File: src/rtl/core/mupl_pkg.sv
package mupl_pkg;

    localparam int SLOW_SLOTS_DEF = 5;
    localparam logic [7:0] OPC_SPEED   = 8'h20;
    localparam logic [7:0] OPC_CURRENT = 8'h0a;
    localparam logic [7:0] OPC_STATUS  = 8'h08;
    localparam logic [7:0] OPC_BATTERY = 8'h11;
    localparam logic [2:0] BATTERY_SLOT = 3'd3;
    localparam logic [15:0] AGE_NEVER = 16'hFFFF;

    localparam logic [1:0] FUNC_POLL = 2'd0;
    localparam logic [1:0] FUNC_RESP = 2'd1;
    localparam logic [1:0] FUNC_TICK = 2'd2;
    localparam logic [1:0] FUNC_UNUSED = 2'd3;

    localparam logic [1:0] PSTAT_WAIT = 2'd0;
    localparam logic [1:0] PSTAT_READY = 2'd1;
    localparam logic [1:0] PSTAT_SUPP = 2'd2;

    localparam logic [1:0] KIND_SPEED = 2'd0;
    localparam logic [1:0] KIND_CURRENT = 2'd1;
    localparam logic [1:0] KIND_STATUS = 2'd2;
    localparam logic [1:0] KIND_BATTERY = 2'd3;

    localparam logic [1:0] LINK_UNKNOWN = 2'd0;
    localparam logic [1:0] LINK_OK = 2'd1;
    localparam logic [1:0] LINK_STALE = 2'd2;
    localparam logic [1:0] LINK_LOST = 2'd3;

    localparam logic [1:0] CFG_PERIM = 2'd0;
    localparam logic [1:0] CFG_TIMEOUT = 2'd1;
    localparam logic [1:0] CFG_STALE = 2'd2;
    localparam logic [1:0] CFG_LOST = 2'd3;

    typedef enum logic [2:0] {
        ST_IDLE,
        ST_EXEC,
        ST_MUL,
        ST_DIV,
        ST_AGE,
        ST_TOUT,
        ST_OUT
    } mupl_state_t;

    typedef struct packed {
        logic load;
        logic exec;
        logic mul;
        logic div;
        logic age;
        logic tout;
    } mupl_cmd_t;

    typedef struct packed {
        logic speed_ok;
        logic is_tick;
    } mupl_stat_t;

    typedef struct packed {
        logic [1:0] func;
        logic [7:0] resp_byte0;
        logic [7:0] resp_byte1;
        logic [7:0] resp_byte2;
        logic [1:0] resp_len;
        logic [15:0] tick_ms;
    } mupl_in_t;

    typedef struct packed {
        logic [1:0] poll_status;
        logic [7:0] req_opcode;
        logic accepted;
        logic [15:0] wheel_rpm;
        logic [15:0] speed_dkph;
        logic [9:0] current_x10;
        logic [7:0] ctrl_status;
        logic [6:0] battery_soc;
        logic [7:0] battery_raw;
        logic [4:0] valid_mask;
        logic [1:0] link_code;
        logic [7:0] telemetry_age;
    } mupl_out_t;

endpackage

File: src/rtl/core/mupl_if.sv
interface mupl_in_if import mupl_pkg::*; ();
    logic valid;
    logic ready;
    mupl_in_t data;
    modport source (output valid, output data, input ready);
    modport sink (input valid, input data, output ready);
endinterface

interface mupl_out_if import mupl_pkg::*; ();
    logic valid;
    logic ready;
    mupl_out_t data;
    modport source (output valid, output data, input ready);
    modport sink (input valid, input data, output ready);
endinterface

File: src/rtl/core/mupl_ctrl.sv
module mupl_ctrl import mupl_pkg::*; (
    input  logic       clk,
    input  logic       rst_n,
    input  logic       in_valid,
    output logic       in_ready,
    output logic       out_valid,
    input  logic       out_ready,
    input  mupl_stat_t stat,
    output mupl_cmd_t  cmd
);
    mupl_state_t state_reg, state_next;

    always_ff @(posedge clk or negedge rst_n)
    begin
        if (!rst_n)
            state_reg <= ST_IDLE;
        else
            state_reg <= state_next;
    end

    always_comb
    begin
        state_next = state_reg;
        case (state_reg)
            ST_IDLE: if (in_valid) state_next = ST_EXEC;
            ST_EXEC:
            begin
                if (stat.is_tick) state_next = ST_AGE;
                else if (stat.speed_ok) state_next = ST_MUL;
                else state_next = ST_OUT;
            end
            ST_MUL:  state_next = ST_DIV;
            ST_DIV:  state_next = ST_OUT;
            ST_AGE:  state_next = ST_TOUT;
            ST_TOUT: state_next = ST_OUT;
            ST_OUT:  if (out_ready) state_next = ST_IDLE;
            default: state_next = ST_IDLE;
        endcase
    end

    always_comb
    begin
        cmd = '0;
        in_ready = 1'b0;
        out_valid = 1'b0;
        case (state_reg)
            ST_IDLE:
            begin
                in_ready = 1'b1;
                cmd.load = in_valid;
            end
            ST_EXEC: cmd.exec = 1'b1;
            ST_MUL:  cmd.mul = 1'b1;
            ST_DIV:  cmd.div = 1'b1;
            ST_AGE:  cmd.age = 1'b1;
            ST_TOUT: cmd.tout = 1'b1;
            ST_OUT:  out_valid = 1'b1;
            default: ;
        endcase
    end

    a_single_phase: assert property (@(posedge clk) disable iff (!rst_n)
        !(in_ready && out_valid)) else $error("accept while result held");
    a_load_next: assert property (@(posedge clk) disable iff (!rst_n)
        cmd.load |=> cmd.exec) else $error("load not followed by execute");
    a_div_after_mul: assert property (@(posedge clk) disable iff (!rst_n)
        cmd.mul |=> cmd.div) else $error("divide step skipped");
endmodule

File: src/rtl/core/mupl_dp.sv
module mupl_dp import mupl_pkg::*; #(
    parameter int SLOW_SLOTS = SLOW_SLOTS_DEF
) (
    input  logic        clk,
    input  logic        rst_n,
    input  logic        cfg_we,
    input  logic [1:0]  cfg_index,
    input  logic [15:0] cfg_data,
    input  mupl_in_t    in_data,
    input  mupl_cmd_t   cmd,
    output mupl_stat_t  stat,
    output mupl_out_t   out_data
);
    localparam int SW = (SLOW_SLOTS > 1) ? $clog2(SLOW_SLOTS) : 1;
    localparam logic [SW:0] SLOT_LAST = (SW + 1)'(SLOW_SLOTS - 1);
    localparam logic [SW:0] BAT_SLOT = (SW + 1)'(BATTERY_SLOT);
    localparam bit HAS_BAT = SLOW_SLOTS > 3;

    logic [12:0] perim_reg;
    logic [15:0] tout_cfg_reg, stale_cfg_reg;
    logic [7:0]  lost_cfg_reg;
    mupl_in_t    in_reg;
    logic        waiting_reg;
    logic [1:0]  kind_reg, phase_reg;
    logic [SW-1:0] slot_reg;
    logic [15:0] reply_age_reg;
    logic [7:0]  tcount_reg;
    logic [15:0] fage_reg [4];
    logic [15:0] sraw_reg, speed_reg;
    logic [9:0]  cur_reg;
    logic [7:0]  status_reg, braw_reg;
    logic [6:0]  soc_reg;
    logic [4:0]  valid_reg;
    logic [1:0]  link_reg;
    logic [7:0]  age_reg;
    logic [1:0]  pstat_reg;
    logic [7:0]  opc_reg;
    logic        acc_reg;
    logic [31:0] prod_reg;
    logic [30:0] qn_reg;

    logic [7:0] b0, b1, b2;
    logic [1:0] rl;
    logic       speed_ok, cur_ok, stat_ok, bat_fmt, bat_ok;
    logic [4:0] drop_mask;
    logic [16:0] ra_sum;
    logic [15:0] ra_new;
    logic [33:0] q_num;
    logic [15:0] q_val;
    logic [9:0]  age_inc;
    logic [9:0]  age_sum;
    logic [7:0]  cnt_new;

    assign b0 = in_reg.resp_byte0;
    assign b1 = in_reg.resp_byte1;
    assign b2 = in_reg.resp_byte2;
    assign rl = in_reg.resp_len;

    assign speed_ok = waiting_reg && kind_reg == KIND_SPEED && rl == 2'd3
                      && (b0 + b1 + OPC_SPEED) == b2;
    assign cur_ok = waiting_reg && kind_reg == KIND_CURRENT && rl == 2'd2
                    && b0 == b1 && b0 <= 8'd200;
    assign stat_ok = waiting_reg && kind_reg == KIND_STATUS && rl == 2'd1;
    assign bat_fmt = waiting_reg && kind_reg == KIND_BATTERY && rl == 2'd2 && b0 == b1;
    assign bat_ok = bat_fmt && b0 <= 8'd100;

    assign stat.speed_ok = in_reg.func == FUNC_RESP && speed_ok;
    assign stat.is_tick = in_reg.func == FUNC_TICK;

    // (raw*perim*3 + 2500) / 5000 with raw*perim < 2^29, so n < 2^31; q = (n*k)>>44
    // k = ceil(2^44/5000) gives exact quotient for n < 2^31
    assign q_num = {2'b00, prod_reg} * 34'd3 + 34'd2500;
    assign q_val = 16'(({33'd0, qn_reg} * 64'd3518437209) >> 44);

    assign age_inc = 10'((({16'd0, in_reg.tick_ms} + 32'd99) * 32'd5243) >> 19);
    assign age_sum = {2'b00, age_reg} + age_inc;

    assign ra_sum = {1'b0, reply_age_reg} + {1'b0, in_reg.tick_ms};
    assign ra_new = ra_sum[16] ? 16'hFFFF : ra_sum[15:0];
    assign cnt_new = (tcount_reg == 8'hFF) ? tcount_reg : tcount_reg + 8'd1;

    always_comb
    begin
        case (kind_reg)
            KIND_SPEED:   drop_mask = 5'h03;
            KIND_CURRENT: drop_mask = 5'h04;
            KIND_STATUS:  drop_mask = 5'h08;
            default:      drop_mask = 5'h10;
        endcase
    end

    always_ff @(posedge clk or negedge rst_n)
    begin
        if (!rst_n)
        begin
            perim_reg <= 13'd2050;
            tout_cfg_reg <= 16'd200;
            stale_cfg_reg <= 16'd2000;
            lost_cfg_reg <= 8'd3;
        end
        else if (cfg_we)
        begin
            case (cfg_index)
                CFG_PERIM:   perim_reg <= cfg_data[12:0];
                CFG_TIMEOUT: tout_cfg_reg <= cfg_data;
                CFG_STALE:   stale_cfg_reg <= cfg_data;
                CFG_LOST:    lost_cfg_reg <= cfg_data[7:0];
                default: ;
            endcase
        end
    end

    always_ff @(posedge clk)
    begin
        if (cmd.load) in_reg <= in_data;
        if (cmd.exec) prod_reg <= {16'd0, b0, b1} * {19'd0, perim_reg};
        if (cmd.mul) qn_reg <= q_num[30:0];
    end

    always_ff @(posedge clk or negedge rst_n)
    begin
        if (!rst_n)
        begin
            waiting_reg <= 1'b0; kind_reg <= KIND_SPEED; phase_reg <= 2'd0;
            slot_reg <= '0; reply_age_reg <= '0; tcount_reg <= '0;
            for (int i = 0; i < 4; i++) fage_reg[i] <= AGE_NEVER;
            sraw_reg <= '0; speed_reg <= '0; cur_reg <= '0; status_reg <= '0;
            soc_reg <= '0; braw_reg <= '0; valid_reg <= '0; link_reg <= LINK_UNKNOWN;
            age_reg <= '0; pstat_reg <= PSTAT_WAIT; opc_reg <= '0; acc_reg <= 1'b0;
        end
        else
        begin
            if (cmd.exec)
            begin
                acc_reg <= in_reg.func == FUNC_RESP
                           && (speed_ok || cur_ok || stat_ok || bat_ok);
                if (in_reg.func == FUNC_POLL && !waiting_reg)
                begin
                    phase_reg <= phase_reg + 2'd1;
                    if (phase_reg != 2'd3 ||
                        (HAS_BAT && {1'b0, slot_reg} == BAT_SLOT))
                    begin
                        pstat_reg <= PSTAT_READY;
                        waiting_reg <= 1'b1;
                        reply_age_reg <= '0;
                        kind_reg <= phase_reg;
                        case (phase_reg)
                            2'd0:    opc_reg <= OPC_SPEED;
                            2'd1:    opc_reg <= OPC_CURRENT;
                            2'd2:    opc_reg <= OPC_STATUS;
                            default: opc_reg <= OPC_BATTERY;
                        endcase
                    end
                    else
                    begin
                        pstat_reg <= PSTAT_SUPP;
                        opc_reg <= '0;
                    end
                    if (phase_reg == 2'd3)
                        slot_reg <= ({1'b0, slot_reg} == SLOT_LAST) ? '0 : slot_reg + 1'b1;
                end
                else
                begin
                    pstat_reg <= PSTAT_WAIT;
                    opc_reg <= '0;
                end
                if (in_reg.func == FUNC_RESP)
                begin
                    if (bat_fmt) braw_reg <= b0;
                    if (speed_ok) sraw_reg <= {b0, b1};
                    if (cur_ok)
                    begin
                        cur_reg <= 10'({2'b00, b0} * 10'd5);
                        valid_reg <= valid_reg | 5'h04;
                    end
                    if (stat_ok)
                    begin
                        status_reg <= b0;
                        valid_reg <= valid_reg | 5'h08;
                    end
                    if (bat_ok)
                    begin
                        soc_reg <= b0[6:0];
                        valid_reg <= valid_reg | 5'h10;
                    end
                    if (speed_ok) valid_reg <= valid_reg | 5'h03;
                    if (speed_ok || cur_ok || stat_ok || bat_ok)
                    begin
                        waiting_reg <= 1'b0;
                        reply_age_reg <= '0;
                        tcount_reg <= '0;
                        fage_reg[kind_reg] <= '0;
                        age_reg <= '0;
                        link_reg <= LINK_OK;
                    end
                end
            end
            if (cmd.div) speed_reg <= q_val;
            if (cmd.age)
            begin
                for (int i = 0; i < 4; i++)
                begin
                    if (fage_reg[i] != AGE_NEVER)
                    begin
                        fage_reg[i] <= ({1'b0, fage_reg[i]} + {1'b0, in_reg.tick_ms}
                                        > 17'hFFFF) ? 16'hFFFF
                                        : fage_reg[i] + in_reg.tick_ms;
                    end
                end
                if (age_reg != 8'hFF)
                    age_reg <= (age_sum > 10'd255) ? 8'hFF : age_sum[7:0];
                if (waiting_reg) reply_age_reg <= ra_new;
            end
            if (cmd.tout)
            begin
                logic [4:0] v;
                v = valid_reg;
                // a field that saturated on this tick reads 65535 and is stale too;
                // never-seen fields already have their bits clear
                if (fage_reg[0] >= stale_cfg_reg) v &= 5'h1C;
                if (fage_reg[1] >= stale_cfg_reg) v &= 5'h1B;
                if (fage_reg[2] >= stale_cfg_reg) v &= 5'h17;
                if (fage_reg[3] >= stale_cfg_reg) v &= 5'h0F;
                if (waiting_reg && reply_age_reg >= tout_cfg_reg)
                begin
                    v &= ~drop_mask;
                    waiting_reg <= 1'b0;
                    tcount_reg <= cnt_new;
                    if (cnt_new >= lost_cfg_reg)
                    begin
                        link_reg <= LINK_LOST;
                        v = '0;
                    end
                    else
                        link_reg <= LINK_STALE;
                end
                valid_reg <= v;
            end
        end
    end

    assign out_data.poll_status = pstat_reg;
    assign out_data.req_opcode = opc_reg;
    assign out_data.accepted = acc_reg;
    assign out_data.wheel_rpm = sraw_reg;
    assign out_data.speed_dkph = speed_reg;
    assign out_data.current_x10 = cur_reg;
    assign out_data.ctrl_status = status_reg;
    assign out_data.battery_soc = soc_reg;
    assign out_data.battery_raw = braw_reg;
    assign out_data.valid_mask = valid_reg;
    assign out_data.link_code = link_reg;
    assign out_data.telemetry_age = age_reg;

    a_soc_range: assert property (@(posedge clk) disable iff (!rst_n)
        soc_reg <= 7'd100) else $error("soc above 100");
    a_cur_range: assert property (@(posedge clk) disable iff (!rst_n)
        cur_reg <= 10'd1000) else $error("current above limit");
    a_lost_clears: assert property (@(posedge clk) disable iff (!rst_n)
        cmd.tout && waiting_reg && reply_age_reg >= tout_cfg_reg
        && cnt_new >= lost_cfg_reg |=> valid_reg == 5'd0)
        else $error("lost link kept valid fields");
endmodule

File: src/rtl/core/motor_uart_poll_link_monitor.sv
// channel | dir | payload                        | handshake
// req     | in  | func, resp bytes, len, elapsed | valid/ready
// rsp     | out | poll status, telemetry, link   | valid/ready
// cfg     | in  | index 0..3, 16-bit data        | cfg_we only
//
// One transaction at a time. Polls, unused func and all but valid speed responses
// go from execute straight to the output state, which offers the result; a valid
// speed response passes the multiply and divide states first (product, scale and
// round, reciprocal divide), a tick the age and timeout states (age add, compare).
// A held result keeps req.ready low until it is taken.
// rst_n is asynchronous; state, config and link/telemetry registers return to defaults.
module motor_uart_poll_link_monitor import mupl_pkg::*; #(
    parameter int SLOW_SLOTS = SLOW_SLOTS_DEF
) (
    input  logic        clk,
    input  logic        rst_n,
    input  logic        cfg_we,
    input  logic [1:0]  cfg_index,
    input  logic [15:0] cfg_data,
    mupl_in_if.sink     req,
    mupl_out_if.source  rsp
);
    mupl_cmd_t  cmd;
    mupl_stat_t stat;

    // controller sequences load, execute and the multi-cycle steps
    mupl_ctrl u_ctrl (
        .clk, .rst_n,
        .in_valid(req.valid), .in_ready(req.ready),
        .out_valid(rsp.valid), .out_ready(rsp.ready),
        .stat, .cmd
    );

    // datapath holds all link and telemetry state
    mupl_dp #(.SLOW_SLOTS(SLOW_SLOTS)) u_dp (
        .clk, .rst_n, .cfg_we, .cfg_index, .cfg_data,
        .in_data(req.data), .cmd, .stat, .out_data(rsp.data)
    );
endmodule
File: src/flat_wrapper.sv
// flat-port wrapper written by rule: the top's interface ports become plain ports
module motor_uart_poll_link_monitor_flat import mupl_pkg::*;
#(
    parameter int SLOW_SLOTS = SLOW_SLOTS_DEF
)
  (clk, rst_n, cfg_we, cfg_index, cfg_data, req_valid, req_data, req_ready, rsp_valid, rsp_data, rsp_ready);
  mupl_in_if req_i ();
  mupl_out_if rsp_i ();
  input  logic clk;
  input  logic rst_n;
  input  logic cfg_we;
  input  logic [1:0] cfg_index;
  input  logic [15:0] cfg_data;
  input wire logic [$bits(req_i.valid)-1:0] req_valid;
  input wire logic [$bits(req_i.data)-1:0] req_data;
  output wire logic [$bits(req_i.ready)-1:0] req_ready;
  output wire logic [$bits(rsp_i.valid)-1:0] rsp_valid;
  output wire logic [$bits(rsp_i.data)-1:0] rsp_data;
  input wire logic [$bits(rsp_i.ready)-1:0] rsp_ready;
  assign req_i.valid = req_valid;
  assign req_i.data = req_data;
  assign req_ready = req_i.ready;
  assign rsp_valid = rsp_i.valid;
  assign rsp_data = rsp_i.data;
  assign rsp_i.ready = rsp_ready;
  motor_uart_poll_link_monitor #(.SLOW_SLOTS(SLOW_SLOTS)) u_core (.clk(clk), .rst_n(rst_n), .cfg_we(cfg_we), .cfg_index(cfg_index), .cfg_data(cfg_data), .req(req_i), .rsp(rsp_i));
endmodule
File: config.mk
export PLATFORM = sky130hd
export DESIGN_NAME = motor_uart_poll_link_monitor_flat
export DESIGN_NICKNAME = d
export VERILOG_FILES = /design/src/rtl/core/mupl_pkg.sv /design/src/rtl/core/mupl_if.sv /design/src/rtl/core/mupl_ctrl.sv /design/src/rtl/core/mupl_dp.sv /design/src/rtl/core/motor_uart_poll_link_monitor.sv /design/src/flat_wrapper.sv
export SDC_FILE = /design/constraint.sdc
export NUM_CORES = 2
export LEC_CHECK = 0
export ABC_AREA = 1
export BUFFER_PORTS_ARGS = -buffer_cell sky130_fd_sc_hd__clkbuf_2
export CAP_MARGIN = 5
export CORE_MARGIN = 1
export CORE_UTILIZATION = 52
export CTS_BUF_LIST = sky130_fd_sc_hd__clkbuf_4
export CTS_CLUSTER_DIAMETER = 100
export CTS_CLUSTER_SIZE = 20
export DETAILED_ROUTE_END_ITERATION = 10
export HOLD_SLACK_MARGIN = 0.03
export PLACE_DENSITY = 0.68
export REMOVE_ABC_BUFFERS = 1
export SYNTH_ARGS = -nofsm -noshare
export SYNTH_HDL_FRONTEND = slang
export SYNTH_HIERARCHICAL = 1
export SYNTH_SLANG_ARGS = --single-unit
File: constraint.sdc
create_clock -name clk -period 9.8 [get_ports clk]
set_input_delay 0.49 -clock clk [delete_from_list [all_inputs] [get_ports clk]]
set_output_delay 0.49 -clock clk [all_outputs]
set_load 0.02 [all_outputs]
Yosys cells after proc, flatten, opt, wreduce, memory -nomap -nowiden:

Index checks and enable logic that the tools add are counted.

* output and inout port bits: 93
* RAM bits: 0
* bits in latches: 0
* input bits: 67
* memories: 0
* bits in registers: 347
* ROM bits: 0

* bitwise operators: 5
* muxes and demuxes: 81
* equality and inequality tests: 36
* shift operators: 0
* order comparisons: 15
* add/sub/neg operators: 17
* multiply operators: 5
* div/mod/pow operators: 0
* reduce and logical (&&, ||, !) cells: 52

Operator list (count)
* 2-to-1 mux 16 bit: 17
* 2-to-1 mux 64 bit: 4
* 2-to-1 mux 8 bit: 14
* adder 16 x 16 -> 17 bit: 5
* greater-or-equal comparator 16 bit: 5
* > comparator 17 x 16 -> 1 bit (second input constant): 4
* adder 16 bit: 4
* AND 64 bit: 1
* inequality test 16 bit (second input constant): 4
* NOT 64 bit: 1
* multiplier 31 x 32 -> 60 bit (second input constant): 1
* 2-to-1 mux 5 bit: 10
* demux 16 bit (select 2 bit): 1
* adder 31 x 12 -> 31 bit (second input constant): 1
* multiplier 29 x 2 -> 31 bit (second input constant): 1
* multiplier 16 x 13 -> 29 bit: 1
* multiplier 17 x 13 -> 29 bit (second input constant): 1
* AND reduction 3 bit: 8
* 2-to-1 mux 3 bit: 7
* == test 2 bit (second input constant): 9
* logical AND 1 bit: 18
* case mux 3 bit (6 select lines): 1
* case mux 6 bit (3 select lines): 1
* adder 16 x 7 -> 17 bit (second input constant): 1
* other kinds (39): 91

Longest topological paths before layout:

* word-level depth: 13
* depth in mapped cells: 51
* mapped depth without buffers: 51

By module:

The synthesis kept the hierarchy.

Modules (own cells, without submodules)
* mupl_dp: instances 1, cells each 5986, area an instance 50801.2 sq um
* mupl_ctrl: instances 1, cells each 38, area an instance 212.7 sq um

Worst setup path before layout:

Ideal clock, no wire load.

* path type: register -> register
* from: register u_core/u_dp/in_reg[1] in the netlist's numbering
* to: register u_core.u_dp.age_reg[0]
* clock period less this slack: 7.167 ns
* data required time: 9.687 ns
* library setup time: 0.113 ns
* stages on the path, launching flop included: 48
* path buffers: 0
* path slack: 2.633 ns
* arrival: 7.055 ns
* cell sequence: edfxtp_1 > inv_1 > ha_1 > nor3_2 > nand2_1 > nand2_1 > nor2_1 > inv_1 > nand2_1 > xnor2_2 > xor2_1 > inv_1 > ha_1 > o21bai_1 > ha_1 > inv_1 > fa_1 > inv_1 > (+12 left out) > o21ai_0 > nand2_1 > nand3_1 > nand2_1 > ha_1 > nand2_1 > inv_1 > nand4_1 > o211ai_1 > nand2_1 > nand2_1 > inv_1 > nor2_1 > nand2_1 > nand2_2 > nand3_1 > nand2_1 > inv_1

* word-level cells in the longest chain between the ends: 7

Ends and longest elaborated chain
* start: declaration: line mupl_dp.sv:22 `mupl_in_t in_reg;`
* start signal: assignment: line mupl_dp.sv:115 `if (cmd.load) in_reg <= in_data;`
* adder 16 x 7 -> 17 bit (*): line mupl_dp.sv:75 `assign age_inc = 10'((({16'd0, in_reg.tick_ms} + 32'd99) * 32'd5243) >> 19);`
* multiplier 17 x 13 -> 29 bit (*): line mupl_dp.sv:75
* adder 8 x 10 -> 10 bit (*): line mupl_dp.sv:76 `assign age_sum = {2'b00, age_reg} + age_inc;`
* > comparator 10 x 8 -> 1 bit: line mupl_dp.sv:211 `age_reg <= (age_sum > 10'd255) ? 8'hFF : age_sum[7:0];`
* 2-to-1 mux 8 bit (*): line mupl_dp.sv:211
* 2-to-1 mux 8 bit (*): line mupl_dp.sv:210 `if (age_reg != 8'hFF)`
* 2-to-1 mux 8 bit (*): line mupl_dp.sv:199 `if (cmd.age)`
* end signal: assignment: line mupl_dp.sv:211
* end: declaration: line mupl_dp.sv:35 `logic [7:0] age_reg;`

Every way passes the cells marked *; elsewhere a longest branch is shown, timed or not.
A chain may end at the register's enable or synchronous reset.

Worst setup path in the final report:

* from: register u_core/u_dp/in_reg[1] in the netlist's numbering
* to: register u_core.u_dp.age_reg[2]

The elaborated chain is that of the path after synthesis.

==> metrics.cfg <==
[outcome]
status = finished with violations
failed_checks = DRC

[drt]
remaining_drc_errors = 6
drt_first_iter_violations = 2648
via_per_inst = 5.36
firstDrtPassIters = 9
num_vias = 40147
antenna_left = 0
wl_mm = 142
wire_per_inst_um = 18.9

[sta]
finalSetupViolations = 0
hold_viol = 0
slew_headroom_pct = 25.0
grt_setup_unrepaired = no
worstMarginPinSlew_ns = 1.12
whs_ns = 0.157
finalCritPeriodShare_pct = 86.0
fin_crit_ns = 8.43
final.setup.tns_ns = 0
maxSlewViolCount = 0
max_freq_mhz = 119
skew_ns = 0.0887

[place]
place_inst = 7382
gp_congestion = 1.01
place_area_um2 = 53100
dpl.hpwl_mm = 119
port_buffers = 156

[synth]
syn_area_um2 = 51000
yosysSeqAreaShare_pct = 18.0
synth_flop_cell = dfrtp_1
async_flop_share_pct = 69.7
synth-edff-count = 104
synth.area.top_cells = fa_1, ha_1, inv_1
ys_warn_count = 6
synthCells = 6024
avgSynthCellArea_um2 = 8.47
yosys.area.top_type = fa_1
synth_seq_cells = 343
synth.distinct_cells = 63
yosysTopAreaCellShare_pct = 25.5

[job]
drv_cap = 0

[floorplanning]
num_rows = 114
start_util_pct = 52.6
die_x_um = 315
coreArea_um2 = 97000
num_io_pins = 160
die_h_um = 315
die_area_um2 = 99400

[finish]
final_area_um2 = 54200
n_fill_cell = 9021
stdcell_count = 7494
nNetsFinal = 7696
multi_input_area_um2 = 36100
seq_area_um2 = 9200
synthToLayoutAreaGrowth_pct = 6.31
largest_register_ffs = 64
layout-drive-gt1-share_pct = 5.84

[cts]
post_cts_buffers = 0
cts_sinks = 343
clock_path_buffers = 3
cts_tree = done
htree_levels = 1
clkSlewWorstSetupHoldPaths_ns = 0.20
cts_root_buffer = clkbuf_4
worstSkewPairLatency_ns = 0.92
cts_made_buffers = 24

[worst_setup_path]
crit_path_max_fanout = 13
cp_slowest_cell = edfxtp_1
startpoint_type = flip-flop
crit_type = reg -> reg
worst-endpoint-arrival_ns = 9.26
crit_path_frequent_cell = nand2_1
cpPeakStageDelay_ns = 0.90
endpoint_kind = flip-flop
crit_required_ns = 10.63

[global_route]
antenna_found_initial = 5
grt_max_degree = 71
grt_pass1_wl_mm = 226
grt_pass1_vias = 41313
grt_usage_pct = 29.3
grt-ovfl-total = 0

[worst_hold_path]
hold_class = in -> reg

## cell usage in the layout, fill, tap and decap left out, types with 32 or more instances in the layout
cell type | netlist | final
nand2_1 | 1081 | 1081
nor3_1 | 70 | 69
nor2_1 | 292 | 288
clkbuf_4 | 0 | 32
ha_1 | 782 | 782
clkbuf_2 | 0 | 155
inv_1 | 1394 | 1394
fa_1 | 651 | 651
a21oi_1 | 433 | 433
o21ai_0 | 243 | 243
xor2_1 | 93 | 93
xnor2_1 | 48 | 48
nand4_1 | 58 | 58
nand3_1 | 195 | 195
dfstp_2 | 77 | 77
edfxtp_1 | 104 | 104
dlygate4sd3_1 | 0 | 62
dfrtp_1 | 162 | 162
## Yosys cell counts, types with 58 or more instances
master	instances
nand3_1	195
clkbuf_1	73
dfrtp_1	162
nor3_1	70
nand2_1	1081
o21ai_0	243
ha_1	782
nor2_1	292
dfstp_2	77
edfxtp_1	104
fa_1	651
inv_1	1394
xor2_1	93
a21oi_1	433
nand4_1	58
## stage by stage
step / worst slack [ns] / utilization [%]
2_1_floorplan: 2.63 / -
3_3_place_gp: 1.46 / 54.8
3_5_place_dp: 1.39 / 54.8
4_1_cts: 1.37 / 55.9
5_1_grt: 0.487 / 55.9
6_report: 1.37 / 55.9
## worst max-delay path, delay by kind of cell (launching register included)
family | cells | cell delay (ns)
xor+xnor | 1 | 0.47
simple gates | 24 | 2.46
flops | 1 | 0.90
fa+ha+maj | 8 | 3.00
compound gates | 3 | 0.54
buf+inv | 12 | 0.94
## per-layer routing
metal,GRT usage [%],wire (um),vias up
li1,-,-,19287
met1,39.8,62600,19509
met2,49.0,66300,1143
met3,3.76,8400,206
met4,8.42,4360,2
met5,0,13,-
## cell type report
type,instances,area share (%)
antenna,4,0.0185
clock buffer,32,0.443
timing repair buffer,242,2.96
clock inverter,12,0.392
inverter,1399,9.68
sequential,343,17.0
tap,1276,2.94
multi-input combinational,4186,66.6
## final timing paths
kind,startpoint,to,slack [ns],depth (start not counted)
worst max register to register,u_core/u_dp/in_reg[1]$_DFFE_PP_,u_core/u_dp/age_reg[2]$_DFF_PN0_,1.37,48
worst min register to register,u_core/u_dp/prod_reg[0]$_DFFE_PP_,u_core/u_dp/qn_reg[0]$_DFFE_PP_,0.49,0
worst min-delay path,req_valid,u_core/u_ctrl/state_reg[0]$_DFFE_PN0P_,0.16,5
min in group asynchronous,rst_n,u_core/u_dp/fage_reg[5]$_DFF_PN1_,0.27,2
worst max-delay path,u_core/u_dp/in_reg[1]$_DFFE_PP_,u_core/u_dp/age_reg[2]$_DFF_PN0_,1.37,48
max in group asynchronous,rst_n,u_core/u_dp/sraw_reg[6]$_DFFE_PN0P_,7.67,4
## what timing repair did
item / in CTS / in global routing
gates resized for setup: 0 / 0
hold buffers: 63 / 0
endpoints found under the hold margin: 144 / 0
## cells by family (layout without fill, tap and decap cells)
logic type	Yosys count	in the layout	synth area share, %
AND/OR/NAND/NOR	1774	1774	14.5
buffers and inverters	1497	1685	11.2
adder cells (fa/ha/maj)	1433	1433	44.7
AO/OA/AOI/OAI	829	829	8.85
flip-flops	343	343	18.0
XOR/XNOR	146	146	2.58
other	1	7	0.00735
multiplexers	1	1	0.0196
Power is left out: the tool's default activity adds up to more than one toggle a clock period on the data nets, which glitch-free logic cannot reach.
